==> src/rtl/etfp_pkg.sv <==
// shared types and constants for the escape-time fractal pixel evaluator
// transaction payload structs, register indexes, fixed-point constants, palette
// no dependencies
`default_nettype none

package etfp_pkg;

   localparam int FRAC_BITS   = 24;
   localparam int C_W         = 27;
   localparam int Z_W         = 32;
   localparam int MAG_W       = 13;
   localparam int COUNT_W     = 5;
   localparam int COLOR_W     = 8;
   localparam int CSR_IDX_W   = 2;
   localparam int COUNT_MAX   = 31;
   localparam int RECIP_SHIFT = 18;
   localparam int FIVE_SHIFT  = 20;

   // multiply by this and shift right by RECIP_SHIFT gives floor(mag / 5)
   localparam logic signed [Z_W-1:0] RECIP_FIVE = 32'sd52429;

   // 4.0 in the format of a sum of two squares
   localparam logic signed [2*Z_W:0] ESCAPE_LIMIT = 65'sh4_0000_0000_0000;

   localparam logic signed [C_W-1:0] JULIA_C_REAL_RESET = -27'sd14008975;
   localparam logic signed [C_W-1:0] JULIA_C_IMAG_RESET = -27'sd3893992;

   localparam logic [CSR_IDX_W-1:0] CSR_FRACTAL_MODE = 2'd0;
   localparam logic [CSR_IDX_W-1:0] CSR_JULIA_C_REAL = 2'd1;
   localparam logic [CSR_IDX_W-1:0] CSR_JULIA_C_IMAG = 2'd2;

   typedef struct packed {
      logic [8:0] pixel_x;
      logic [7:0] pixel_y;
   } req_payload_type;

   typedef struct packed {
      logic [COUNT_W-1:0] escape_count;
      logic [COLOR_W-1:0] pixel_color;
   } rsp_payload_type;

   // round(rem * 2^24 / 80) for rem = mag mod 5, scaled by 2^20 / 5
   function automatic logic [FIVE_SHIFT-1:0] fifth_frac(input logic [2:0] rem);
      logic [FIVE_SHIFT-1:0] frac;
      begin
         case (rem)
            3'd1:    frac = 20'd209715;
            3'd2:    frac = 20'd419430;
            3'd3:    frac = 20'd629146;
            3'd4:    frac = 20'd838861;
            default: frac = 20'd0;
         endcase
         return frac;
      end
   endfunction

   function automatic logic [COLOR_W-1:0] blue_palette(input logic [COUNT_W-1:0] count);
      logic [3:0]         idx;
      logic [COLOR_W-1:0] color;
      begin
         idx = (count > 5'd15) ? 4'd15 : count[3:0];
         case (idx)
            4'd0:    color = 8'd0;
            4'd1:    color = 8'd24;
            4'd2:    color = 8'd25;
            4'd3:    color = 8'd26;
            4'd4:    color = 8'd27;
            4'd5:    color = 8'd28;
            4'd6:    color = 8'd29;
            4'd7:    color = 8'd30;
            4'd8:    color = 8'd31;
            4'd9:    color = 8'd63;
            4'd10:   color = 8'd95;
            4'd11:   color = 8'd127;
            4'd12:   color = 8'd159;
            4'd13:   color = 8'd191;
            4'd14:   color = 8'd223;
            default: color = 8'd255;
         endcase
         return color;
      end
   endfunction

endpackage

`default_nettype wire

==> src/rtl/escape_time_fractal_pixel.sv <==
// escape-time fractal pixel evaluator, Mandelbrot or Julia, one pixel per transaction
// one shared 32x32 signed multiplier under a small sequencer
// depends on etfp_pkg
//
// usage:
//   req channel carries pixel_x / pixel_y; req_stall is high while a pixel is in work
//   rsp channel returns escape_count and the blue palette color for that pixel
//   csr port writes fractal_mode, julia_c_real, julia_c_imag; the user must write them
//   only while the block is idle, which the block itself does not enforce
// sequence:
//   coordinate mapping (MAPX, MAPY, MAPD) comes first, then each iteration runs
//   a*a, b*b, a*b and the update on the shared multiplier; a pixel ends at its
//   escape step or after MAX_ITERATIONS iterations; the next pixel is taken once
//   its predecessor's result is registered
// reset:
//   synchronous; the sequencer goes idle, rsp_valid drops, csr registers take defaults
// stall:
//   a result waits in the output register under rsp_stall while the next pixel
//   is accepted and computed; a finished pixel holds until the register frees up
`default_nettype none

module escape_time_fractal_pixel #(
   parameter int SCREEN_WIDTH   = 320,
   parameter int SCREEN_HEIGHT  = 240,
   parameter int MAX_ITERATIONS = 16
) (
   input  wire                                    clock,
   input  wire                                    reset,
   input  wire                                    req_valid,
   output logic                                   req_stall,
   input  etfp_pkg::req_payload_type              req_payload,
   output logic                                   rsp_valid,
   input  wire                                    rsp_stall,
   output etfp_pkg::rsp_payload_type              rsp_payload,
   input  wire                                    csr_wen,
   input  wire  [etfp_pkg::CSR_IDX_W-1:0]         csr_index,
   input  wire  [etfp_pkg::C_W-1:0]               csr_wdata
);

   import etfp_pkg::*;

   localparam int ITER_W = $clog2(MAX_ITERATIONS + 1);
   localparam int DELTA_W = MAG_W + 1;

   typedef enum logic [8:0] {
      S_IDLE = 9'b000000001,
      S_MAPX = 9'b000000010,
      S_MAPY = 9'b000000100,
      S_MAPD = 9'b000001000,
      S_SQA  = 9'b000010000,
      S_SQB  = 9'b000100000,
      S_TEST = 9'b001000000,
      S_UPD  = 9'b010000000,
      S_DONE = 9'b100000000
   } state_type;

   state_type                   state_ff, state_in;

   logic                        mode_ff;
   logic signed [C_W-1:0]       c_real_ff, c_imag_ff;

   logic [MAG_W-1:0]            magx_ff, magx_in, magy_ff, magy_in;
   logic                        negx_ff, negx_in, negy_ff, negy_in;
   logic signed [Z_W-1:0]       a_ff, a_in, b_ff, b_in;
   logic signed [Z_W-1:0]       cr_ff, cr_in, ci_ff, ci_in;
   logic signed [2*Z_W-1:0]     mul_ff, mul_in;
   logic signed [2*Z_W-1:0]     u_ff, u_in, diff_ff, diff_in;
   logic [ITER_W-1:0]           iter_ff, iter_in;
   logic [COUNT_W-1:0]          count_ff, count_in;
   logic                        rsp_valid_ff, rsp_valid_in;
   rsp_payload_type             rsp_payload_ff, rsp_payload_in;

   logic signed [Z_W-1:0]       op_a, op_b;
   logic signed [DELTA_W-1:0]   delta_x, delta_y;
   logic signed [Z_W-1:0]       map_val;
   logic signed [2*Z_W:0]       radius_sq;
   logic [ITER_W-1:0]           iter_next;
   logic                        req_take, rsp_take;

   // mag / 5 from the reciprocal product, then scale to mag / 80 in Q.24 with rounding
   function automatic logic signed [Z_W-1:0] map_coord(
      input logic [MAG_W-1:0]      mag,
      input logic signed [2*Z_W-1:0] prod,
      input logic                  neg
   );
      logic [MAG_W:0]   quo;
      logic [MAG_W+2:0] five_q;
      logic [MAG_W+2:0] rem;
      logic [Z_W-1:0]   q;
      begin
         quo    = prod[RECIP_SHIFT+MAG_W:RECIP_SHIFT];
         five_q = ((MAG_W+3)'(quo) << 2) + (MAG_W+3)'(quo);
         rem    = (MAG_W+3)'(mag) - five_q;
         q      = (Z_W'(quo) << FIVE_SHIFT) + Z_W'(fifth_frac(rem[2:0]));
         return neg ? -signed'(q) : signed'(q);
      end
   endfunction

   assign req_stall   = (state_ff != S_IDLE);
   assign req_take    = req_valid && !req_stall;
   assign rsp_take    = rsp_valid_ff && !rsp_stall;
   assign rsp_valid   = rsp_valid_ff;
   assign rsp_payload = rsp_payload_ff;

   assign delta_x = signed'(DELTA_W'(req_payload.pixel_x)) - DELTA_W'(SCREEN_WIDTH / 2);
   assign delta_y = signed'(DELTA_W'(req_payload.pixel_y)) - DELTA_W'(SCREEN_HEIGHT / 2);

   assign map_val   = (state_ff == S_MAPY) ? map_coord(magx_ff, mul_ff, negx_ff)
                                           : map_coord(magy_ff, mul_ff, negy_ff);
   assign radius_sq = (2*Z_W+1)'(u_ff) + (2*Z_W+1)'(mul_ff);
   assign iter_next = iter_ff + ITER_W'(1);

   // shared multiplier operand select
   always_comb begin
      unique case (state_ff)
         S_MAPX: begin
            op_a = signed'(Z_W'(magx_ff));
            op_b = RECIP_FIVE;
         end
         S_MAPY: begin
            op_a = signed'(Z_W'(magy_ff));
            op_b = RECIP_FIVE;
         end
         S_SQA: begin
            op_a = a_ff;
            op_b = a_ff;
         end
         S_SQB: begin
            op_a = b_ff;
            op_b = b_ff;
         end
         S_TEST: begin
            op_a = a_ff;
            op_b = b_ff;
         end
         default: begin
            op_a = '0;
            op_b = '0;
         end
      endcase
   end

   assign mul_in = op_a * op_b;

   always_comb begin
      state_in       = state_ff;
      magx_in        = magx_ff;
      magy_in        = magy_ff;
      negx_in        = negx_ff;
      negy_in        = negy_ff;
      a_in           = a_ff;
      b_in           = b_ff;
      cr_in          = cr_ff;
      ci_in          = ci_ff;
      u_in           = u_ff;
      diff_in        = diff_ff;
      iter_in        = iter_ff;
      count_in       = count_ff;
      rsp_valid_in   = rsp_valid_ff && !rsp_take;
      rsp_payload_in = rsp_payload_ff;

      unique case (state_ff)
         S_IDLE: begin
            if (req_take) begin
               negx_in  = delta_x[DELTA_W-1];
               negy_in  = delta_y[DELTA_W-1];
               magx_in  = MAG_W'(delta_x[DELTA_W-1] ? -delta_x : delta_x);
               magy_in  = MAG_W'(delta_y[DELTA_W-1] ? -delta_y : delta_y);
               state_in = S_MAPX;
            end
         end
         S_MAPX: begin
            state_in = S_MAPY;
         end
         S_MAPY: begin
            a_in     = map_val;
            state_in = S_MAPD;
         end
         S_MAPD: begin
            b_in     = map_val;
            cr_in    = mode_ff ? Z_W'(c_real_ff) : a_ff;
            ci_in    = mode_ff ? Z_W'(c_imag_ff) : map_val;
            iter_in  = '0;
            state_in = S_SQA;
         end
         S_SQA: begin
            state_in = S_SQB;
         end
         S_SQB: begin
            u_in     = mul_ff;
            state_in = S_TEST;
         end
         S_TEST: begin
            diff_in = u_ff - mul_ff;
            if (radius_sq > ESCAPE_LIMIT) begin
               if (32'(iter_next) > 32'(COUNT_MAX)) begin
                  count_in = COUNT_W'(COUNT_MAX);
               end else begin
                  count_in = COUNT_W'(iter_next);
               end
               state_in = S_DONE;
            end else begin
               state_in = S_UPD;
            end
         end
         S_UPD: begin
            a_in = Z_W'(diff_ff >>> FRAC_BITS) + cr_ff;
            b_in = Z_W'(mul_ff >>> (FRAC_BITS - 1)) + ci_ff;
            if (iter_ff == ITER_W'(MAX_ITERATIONS - 1)) begin
               count_in = '0;
               state_in = S_DONE;
            end else begin
               iter_in  = iter_next;
               state_in = S_SQA;
            end
         end
         S_DONE: begin
            if (!rsp_valid_ff || !rsp_stall) begin
               rsp_valid_in                = 1'b1;
               rsp_payload_in.escape_count = count_ff;
               rsp_payload_in.pixel_color  = blue_palette(count_ff);
               state_in                    = S_IDLE;
            end
         end
         default: begin
            state_in = S_IDLE;
         end
      endcase
   end

   always_ff @(posedge clock) begin
      if (reset) begin
         state_ff     <= S_IDLE;
         rsp_valid_ff <= 1'b0;
      end else begin
         state_ff     <= state_in;
         rsp_valid_ff <= rsp_valid_in;
      end
   end

   always_ff @(posedge clock) begin
      magx_ff        <= magx_in;
      magy_ff        <= magy_in;
      negx_ff        <= negx_in;
      negy_ff        <= negy_in;
      a_ff           <= a_in;
      b_ff           <= b_in;
      cr_ff          <= cr_in;
      ci_ff          <= ci_in;
      mul_ff         <= mul_in;
      u_ff           <= u_in;
      diff_ff        <= diff_in;
      iter_ff        <= iter_in;
      count_ff       <= count_in;
      rsp_payload_ff <= rsp_payload_in;
   end

   // configuration registers
   always_ff @(posedge clock) begin
      if (reset) begin
         mode_ff   <= 1'b0;
         c_real_ff <= JULIA_C_REAL_RESET;
         c_imag_ff <= JULIA_C_IMAG_RESET;
      end else if (csr_wen) begin
         unique case (csr_index)
            CSR_FRACTAL_MODE: mode_ff   <= csr_wdata[0];
            CSR_JULIA_C_REAL: c_real_ff <= signed'(csr_wdata);
            CSR_JULIA_C_IMAG: c_imag_ff <= signed'(csr_wdata);
            default: begin
            end
         endcase
      end
   end

endmodule

`default_nettype wire

==> config.mk <==
export PLATFORM = sky130hd
export DESIGN_NAME = escape_time_fractal_pixel
export DESIGN_NICKNAME = d
export VERILOG_FILES = /design/src/rtl/etfp_pkg.sv /design/src/rtl/escape_time_fractal_pixel.sv
export SDC_FILE = /design/constraint.sdc
export NUM_CORES = 2
export LEC_CHECK = 0
export ABC_AREA = 1
export BUFFER_PORTS_ARGS = -buffer_cell sky130_fd_sc_hd__buf_2
export CORE_AREA = 5 5 348 350
export CTS_BUF_LIST = sky130_fd_sc_hd__clkbuf_16
export CTS_CLUSTER_DIAMETER = 200
export DETAILED_ROUTE_END_ITERATION = 6
export DIE_AREA = 0 0 353 355
export PLACE_DENSITY = 0.7
export SYNTH_ARGS = -nofsm -noshare
export SYNTH_HDL_FRONTEND = slang
export SYNTH_SLANG_ARGS = --single-unit
==> constraint.sdc <==
create_clock -name clock -period 9.8 [get_ports clock]
set_input_delay 1.47 -clock clock [delete_from_list [all_inputs] [get_ports clock]]
set_output_delay 1.47 -clock clock [all_outputs]
set_load 0.01 [all_outputs]
==> results by group <==
Outcome
  • Status: finished clean

Logic synthesis
  • Synth Instances: 8,082
  • Yosys cell types: 61
  • Post-Syn Area: 0.0640 mm²
  • Post-synth EDFFs: 274
  • #FFs+latches synth: 403
  • Syn Area/Cell: 7.92 µm²
  • Post-synth top flop: edfxtp_1
  • Post-synthesis async set-or-reset flop share: 0
  • Register area share after synthesis: 0.169
  • Syn. warnings: 0

Worst setup path
  • Worst Path Required: 10.30 ns
  • RR Startpoint: state_ff[3]$_SDFFE_PP0P_
  • Critical path's top delay family: adder cells
  • Largest stage delay, worst path: 0.58 ns
  • CP Launch Point: state_ff[3]$_SDFFE_PP0P_
  • Slowest-stage cell, CP: o22ai_2
  • Setup crit end kind: flip-flop
  • Cell mode on critical path: fa_1
  • CP max FO: 18
  • Worst EP arrival: 10.23 ns
  • Crit Path Category: reg2reg
  • WP buf/inv: 10
  • Worst setup SP type: flip-flop

Clocking
  • Clock Latency Late Sink: 0.64 ns
  • CTS H-tree lvls: 2
  • CTS tree: built
  • Max Buffers Root-to-Sink: 3
  • CTS clk-pin slew, worst paths: 0.07 ns
  • Root Driver: clkbuf_16
  • TritonCTS Buffers: 44
  • TritonCTS Sinks: 403

Global route
  • Vias in the first global route: 56,446
  • Congestion Overflow GR: 0
  • Largest net degree at the start of global routing: 91
  • Antenna violations before repair: 9
  • First-pass GRT wire length: 335,000 µm
  • Total track usage: 0.353

Placed design
  • I/O Buffers: 65
  • DPL Wire Length: 187,000 µm
  • Dpl cells: 9,592
  • RePlAce Congestion: 1.08

Layout
  • Nets: 9,627
  • Leading cell type in the layout, fill and taps excluded: nand2_1
  • P&R area growth vs syn: 7.02%
  • Commonest cells after routing, fill and taps aside: nand2_1 (1,911), inv_1 (1,895), fa_1 (1,086)
  • Core Util, Final: 0.583
  • Share of cells above drive strength 1: 0.0497
  • Layout Cells excl Fill: 9,684

STA
  • Fin. max-slew vios: 0
  • Clock Skew: 0.0705 ns
  • Hold Vio Cnt, Final: 0
  • Tmin final: 9.73 ns
  • # setup viols final: 0
  • Max frequency: 103 MHz
  • Tcrit/Tclk final: 0.993
  • Hold slack: 0.452 ns
  • Slew @ Worst Pin: 1.11 ns
  • Slew HR: 0.256
  • RSZ-0062 raised after global routing: true

Pwr
  • Power per cell area: 58.5 mW/mm²
  • Total power: 4.01 mW
  • Pleak: 34.7 nW
  • Maximum vdd drop: 0.144 mV

Flow run
  • MaxCap Viol Count: 0

Floorplan
  • Die area: 0.125 mm²
  • Num ports: 66
  • Core area: 0.117 mm²
  • Die Y: 355 µm
  • Num rows: 126
  • Die W: 353 µm
  • Starting density of the core: 0.545

Route
  • DRC: 0
  • DRT iter0 DRCs: 5,775
  • 1st-pass router iterations: 6
  • Post-DR vias/cell: 5.63
  • Wire per inst: 22.9 µm
  • Routed Antenna Nets: 0
  • Total wire length: 222,000 µm
  • Vias: 54,551

Hold path
  • Worst Hold Class: reg2reg
  • Hold_sp: count_ff[3]$_SDFFCE_PN0P_
[what timing repair did]
item,CTS,global route
setup buffers,0,6
endpoints found under the setup margin,0,9
resized for setup,0,19
hold buffers,0,0
[cell type report]
type | instances | area (µm²)
fill | 10808 | 48900
sequential | 403 | 10800
timing repair inverter | 1 | 7.51
clock buffer | 50 | 1250
inverter | 1914 | 7200
multi-input combinational | 5517 | 45300
timing repair buffer | 228 | 1720
tap | 1536 | 1920
clock inverter | 32 | 268
antenna | 3 | 7.51
[synth_stat cells (52+ instances only)]
| master | number | area (µm²) |
|---|---|---|
| a21oi_1 | 313 | 1570 |
| nand4_1 | 52 | 325 |
| nand2_1 | 1912 | 7180 |
| fa_1 | 1087 | 21800 |
| inv_1 | 1895 | 7110 |
| clkbuf_1 | 159 | 597 |
| o21ai_0 | 288 | 1440 |
| ha_1 | 380 | 4750 |
| nor2_1 | 752 | 2820 |
| nand3_1 | 175 | 876 |
| dfxtp_1 | 129 | 2580 |
| xor2_1 | 131 | 1150 |
| nor3_1 | 53 | 265 |
| edfxtp_1 | 274 | 8230 |
| buf_2 | 88 | 440 |
| xnor2_1 | 55 | 482 |
[flip-flops by register name (all words and copies together), names as in the netlist]
signal	cells
mul_ff	64
u_ff	64
a_ff	32
b_ff	32
ci_ff	32
cr_ff	32
diff_ff	32
c_imag_ff	27
c_real_ff	27
magx_ff	13
magy_ff	13
rsp_payload	12
state_ff	9
count_ff	5
iter_ff	5
mode_ff	1
negx_ff	1
negy_ff	1
rsp_valid	1
[logic make-up (layout without fill, tap and decap cells)]
kind of cell | Yosys count | after routing | synth area share
xor+xnor | 189 | 189 | 0.0262
buf+inv | 2170 | 2225 | 0.129
fa+ha+maj | 1467 | 1467 | 0.414
other cells | 1 | 12 | 0.0000586
simple gates | 3002 | 3002 | 0.185
flops | 403 | 403 | 0.169
compound gates | 850 | 850 | 0.0763
[power breakdown]
part	internal, mW	total (mW)	switching (mW)
sequential	1.85	1.87	0.0205
clock	0.963	1.75	0.784
combinational	0.102	0.391	0.289
total	2.92	4.01	1.09
[worst paths after layout]
kind / to / slack, ns / cells after the start
max reg2reg: mul_ff[60]$_DFF_P_ / 0.07 / 36
max: mul_ff[60]$_DFF_P_ / 0.07 / 36
min: rsp_payload[11]$_DFFE_PP_ / 0.45 / 0
min reg2reg: rsp_payload[11]$_DFFE_PP_ / 0.45 / 0
[routing by layer]
layer  routed length (µm)  part of all wire  global-route usage
met5                   70           0.00032                   0
met4                15300             0.069               0.191
met3                21000             0.095              0.0683
met2               100000              0.45               0.567
met1                84900              0.38               0.454
[metrics by stage]
stage	TNS, ns	instance area (µm²)	setup WS (ns)
after floorplan	0	64100	1.00
after global placement	0	66800	0.334
after detailed placement	0	66800	0.279
after CTS	0	68300	0.206
after global routing	-0.494	68500	-0.199
final	0	68500	0.0662
(Power assumes the default switching activity.)
